**config.mk**
```make
export PLATFORM = sky130hd
export DESIGN_NAME = hsa_ram
export DESIGN_NICKNAME = d
export VERILOG_FILES = /design/src/rtl/assert_macros.svh /design/src/rtl/hsa_ram.sv
export SDC_FILE = /design/constraint.sdc
export NUM_CORES = 1
export LEC_CHECK = 0
export BUFFER_PORTS_ARGS = -buffer_cell sky130_fd_sc_hd__buf_2
export CAP_MARGIN = 40
export CORE_ASPECT_RATIO = 1.1
export CORE_MARGIN = 1.5
export CORE_UTILIZATION = 25
export DETAILED_ROUTE_END_ITERATION = 10
export MAX_ROUTING_LAYER = met4
export SLEW_MARGIN = 20
export SYNTH_ARGS = -nofsm -noshare
export SYNTH_HDL_FRONTEND = slang
export SYNTH_SLANG_ARGS = --single-unit
```
**constraint.sdc**
```tcl
create_clock -name i_clk -period 1.7 [get_ports i_clk]
set_clock_uncertainty 0.1 [all_clocks]
set_input_delay 0.085 -clock i_clk [delete_from_list [all_inputs] [get_ports i_clk]]
set_output_delay 0.085 -clock i_clk [all_outputs]
set_load 0.05 [all_outputs]
```
**src/rtl/assert_macros.svh**
```systemverilog
// Assertion macros for the RTL files.
`ifndef ASSERT_MACROS_SVH
`define ASSERT_MACROS_SVH
`ifndef NO_ASSERTIONS
`define ASSERT_CLK(label, clk, rst_n, prop, msg) \
    label: assert property (@(posedge clk) disable iff (!rst_n) prop) else $error(msg);
`define ASSERT_CLK_ALWAYS(label, clk, prop, msg) \
    label: assert property (@(posedge clk) prop) else $error(msg);
`else
`define ASSERT_CLK(label, clk, rst_n, prop, msg)
`define ASSERT_CLK_ALWAYS(label, clk, prop, msg)
`endif
`endif

```
**src/rtl/hsa_ram.sv**
```systemverilog
module hsa_ram #(
    parameter int WIDTH = 8,
    parameter int DEPTH = 16
) (
    input  logic                     i_clk,
    input  logic                     i_we,
    input  logic [$clog2(DEPTH)-1:0] i_waddr,
    input  logic [WIDTH-1:0]         i_wdata,
    input  logic [$clog2(DEPTH)-1:0] i_raddr,
    output logic [WIDTH-1:0]         o_rdata
);

    logic [WIDTH-1:0] r_mem [DEPTH];
    logic [WIDTH-1:0] r_rdata;

    always_ff @(posedge i_clk) begin
        if (i_we) begin
            r_mem[i_waddr] <= i_wdata;
        end
        r_rdata <= r_mem[i_raddr];
    end

    assign o_rdata = r_rdata;

endmodule

```
==> metrics.txt <==
most common cell after layout, fill and taps aside edfxtp_1; hold_ws 77.54 ps; Max Cap Violations 0; CTS buffer count 17; DR pass1 iterations 7; initial antenna violation count 0; ratio of cells with drive above 1 in the final layout 31.70%; nets@finish 311; status finished with violations; minimum clock period after layout 1459 ps; Mapped Nets 247; fillers 1894; reg2reg start r_mem[9][3]$_DFFE_PP_; Num Clock Sinks 136; Worst Setup SP r_mem[9][3]$_DFFE_PP_; top-area cell type share of the netlist area 74.67%; Least-Margin Pin Slew 392.7 ps; largest net degree at the start of global routing 33; reg2reg end o_rdata[3]$_DFF_P_; # Post-CTS Setup Buffers 0; clk_lat worst skew 410 ps; commonest non-fill, non-tap cells in the layout edfxtp_1 (128), buf_2 (25), buf_4 (19); port bufs 25; Die X 139.8 um; Worst Path Max Fanout 1; CP endpoint kind flop; drc violations 4; Hold WC Path Type in2reg; LEAKAGE 2.171 nW; post-cts resize count 0; Ports 26; Final Hold Fails 0; critical path launch point type flop; post-route ant nets 0; footprint of the multi-input gates 1057 um^2; Area Growth Syn to Fin 24.79%; WL final 10360 um; clock root buffer master clkbuf_16; hpwl dp 6731 um; peak supply drop 0.7736 mV; H-tree depth 4; Slew HR 73.82%; Synth Warn # 0; Starting DRT DRC Count 292; fin worst setup slack 241.0 ps; flops & latches, synth 136; endpoints failing setup 0; Worst-path clk slew 60 ps; synthesized area 5147 um^2; R2R cell count 3; Final period util 85.83%; Gate Count Post-Synth 229; top cells by area, synth edfxtp_1 (75%), mux4_2 (7.9%), mux4_1 (7.1%), dfxtp_1 (3.1%), a22oi_1 (2.3%); critical path type reg2reg; Initial Util 25.74%; first-pass GRT wire length 15900 um; Setup crit end o_rdata[3]$_DFF_P_; Avg WL per Cell 18.57 um; violated checks design-rule violations; vias after detailed routing 2417; vias in the first global route 2630; pwr dens 1260 nW/um^2; CTS tree done; via-per-instance ratio 4.332; setup TNS 0 ps; row count 54; pre-CTS WS 85.08 ps; RD Place Congestion 0.7163; Synth cell types 19; Core ar. 20000 um^2; area leader, netlist edfxtp_1; cts-stage hold buffer count 8; Mean Syn Cell Area 22.48 um^2; Die ar. 21460 um^2; maximum clock rate 0.6854 GHz; final antenna diode count 0; Slew Viols, Final 0; Clock Tree Buf Depth 2; reg2reg setup slack 240 ps; total grt overflow 0; RSZ-0062 raised after global routing no; Die Y 153.5 um; GRT Util Overall 10.48%; register area 4004 um^2; Worst Path Arrival 1640 ps; Req. time, crit path 1880 ps; fraction of the yosys area taken by sequential cells 77.78%
metal layers:
layer / global-route usage, % / wire length [um] / part of all wire (%) / up-vias
met1: 13.78 / 4655 / 45 / 1222
li1: - / - / - / 1104
met4: 4.912 / 254 / 2.5 / 0
met5: - / 0 / 0 / -
met3: 2.149 / 536 / 5.2 / 18
met2: 15.61 / 4916 / 47 / 73
power breakdown:
group	switching [mW]	internal, mW
logic	0.279	0.170
registers	0.0253	3.75
clock network	1.30	2.56
synth_stat cells, drive strengths merged:
master,count
edfxtp,128
mux4,32
a22oi,16
nor2,13
nand2,9
dfxtp,8
buf,7
nor3,4
clkdlybuf4s25,3
nand2b,2
nand3b,2
and2,1
and2b,1
nand3,1
nor2b,1
or3b,1
state kept, by name (all words and copies together) (netlist names):
register and cells:
o_rdata 8, r_mem 128
cells by family (layout without fill, tap and decap cells):
group,after synthesis,after routing,share of synthesized area (%)
compound gates,16,16,2.334
buf+inv,10,87,1.677
flops,136,136,77.78
mux,32,32,15.02
simple gates,35,35,3.184
stage by stage:
step                      instance area (um^2)  instances  util [%]  total power [mW]
after floorplan                           5147        229         -             4.103
after global placement                    5704        518     28.52             4.273
after detailed placement                  5704        518     28.52             4.287
after CTS                                 6424        558     32.12             8.156
after global routing                      6424        558     32.12             8.311
final                                     6424        558     32.12             8.092
worst min-delay path by stage:
| stage | startpoint | endpoint | slack [ps] | cells after the start |
|---|---|---|---|---|
| after floorplan | i_wdata[0] | r_mem[0][0]$_DFFE_PP_ | 80 | 0 |
| final | i_raddr[2] | o_rdata[1]$_DFF_P_ | 80 | 4 |
| after CTS | i_raddr[2] | o_rdata[1]$_DFF_P_ | 60 | 4 |
| after global routing | i_raddr[2] | o_rdata[1]$_DFF_P_ | 130 | 4 |
| after global placement | i_wdata[6] | r_mem[6][6]$_DFFE_PP_ | 370 | 1 |
| after detailed placement | i_wdata[6] | r_mem[6][6]$_DFFE_PP_ | 390 | 1 |
layout make-up:
class	count	share of cell area (%)
multi-input combinational	83	16.46
timing repair buffer	55	6.350
tap	252	4.908
sequential	136	62.33
clock buffer	20	7.265
clock inverter	12	2.688
critical path, cell delays in order (launching register included):
cell and delay (ps):
edfxtp_1 360, mux4_1 500, a22oi_1 310, nand2_1 80
Note: power is estimated with default switching activity, not from simulation.
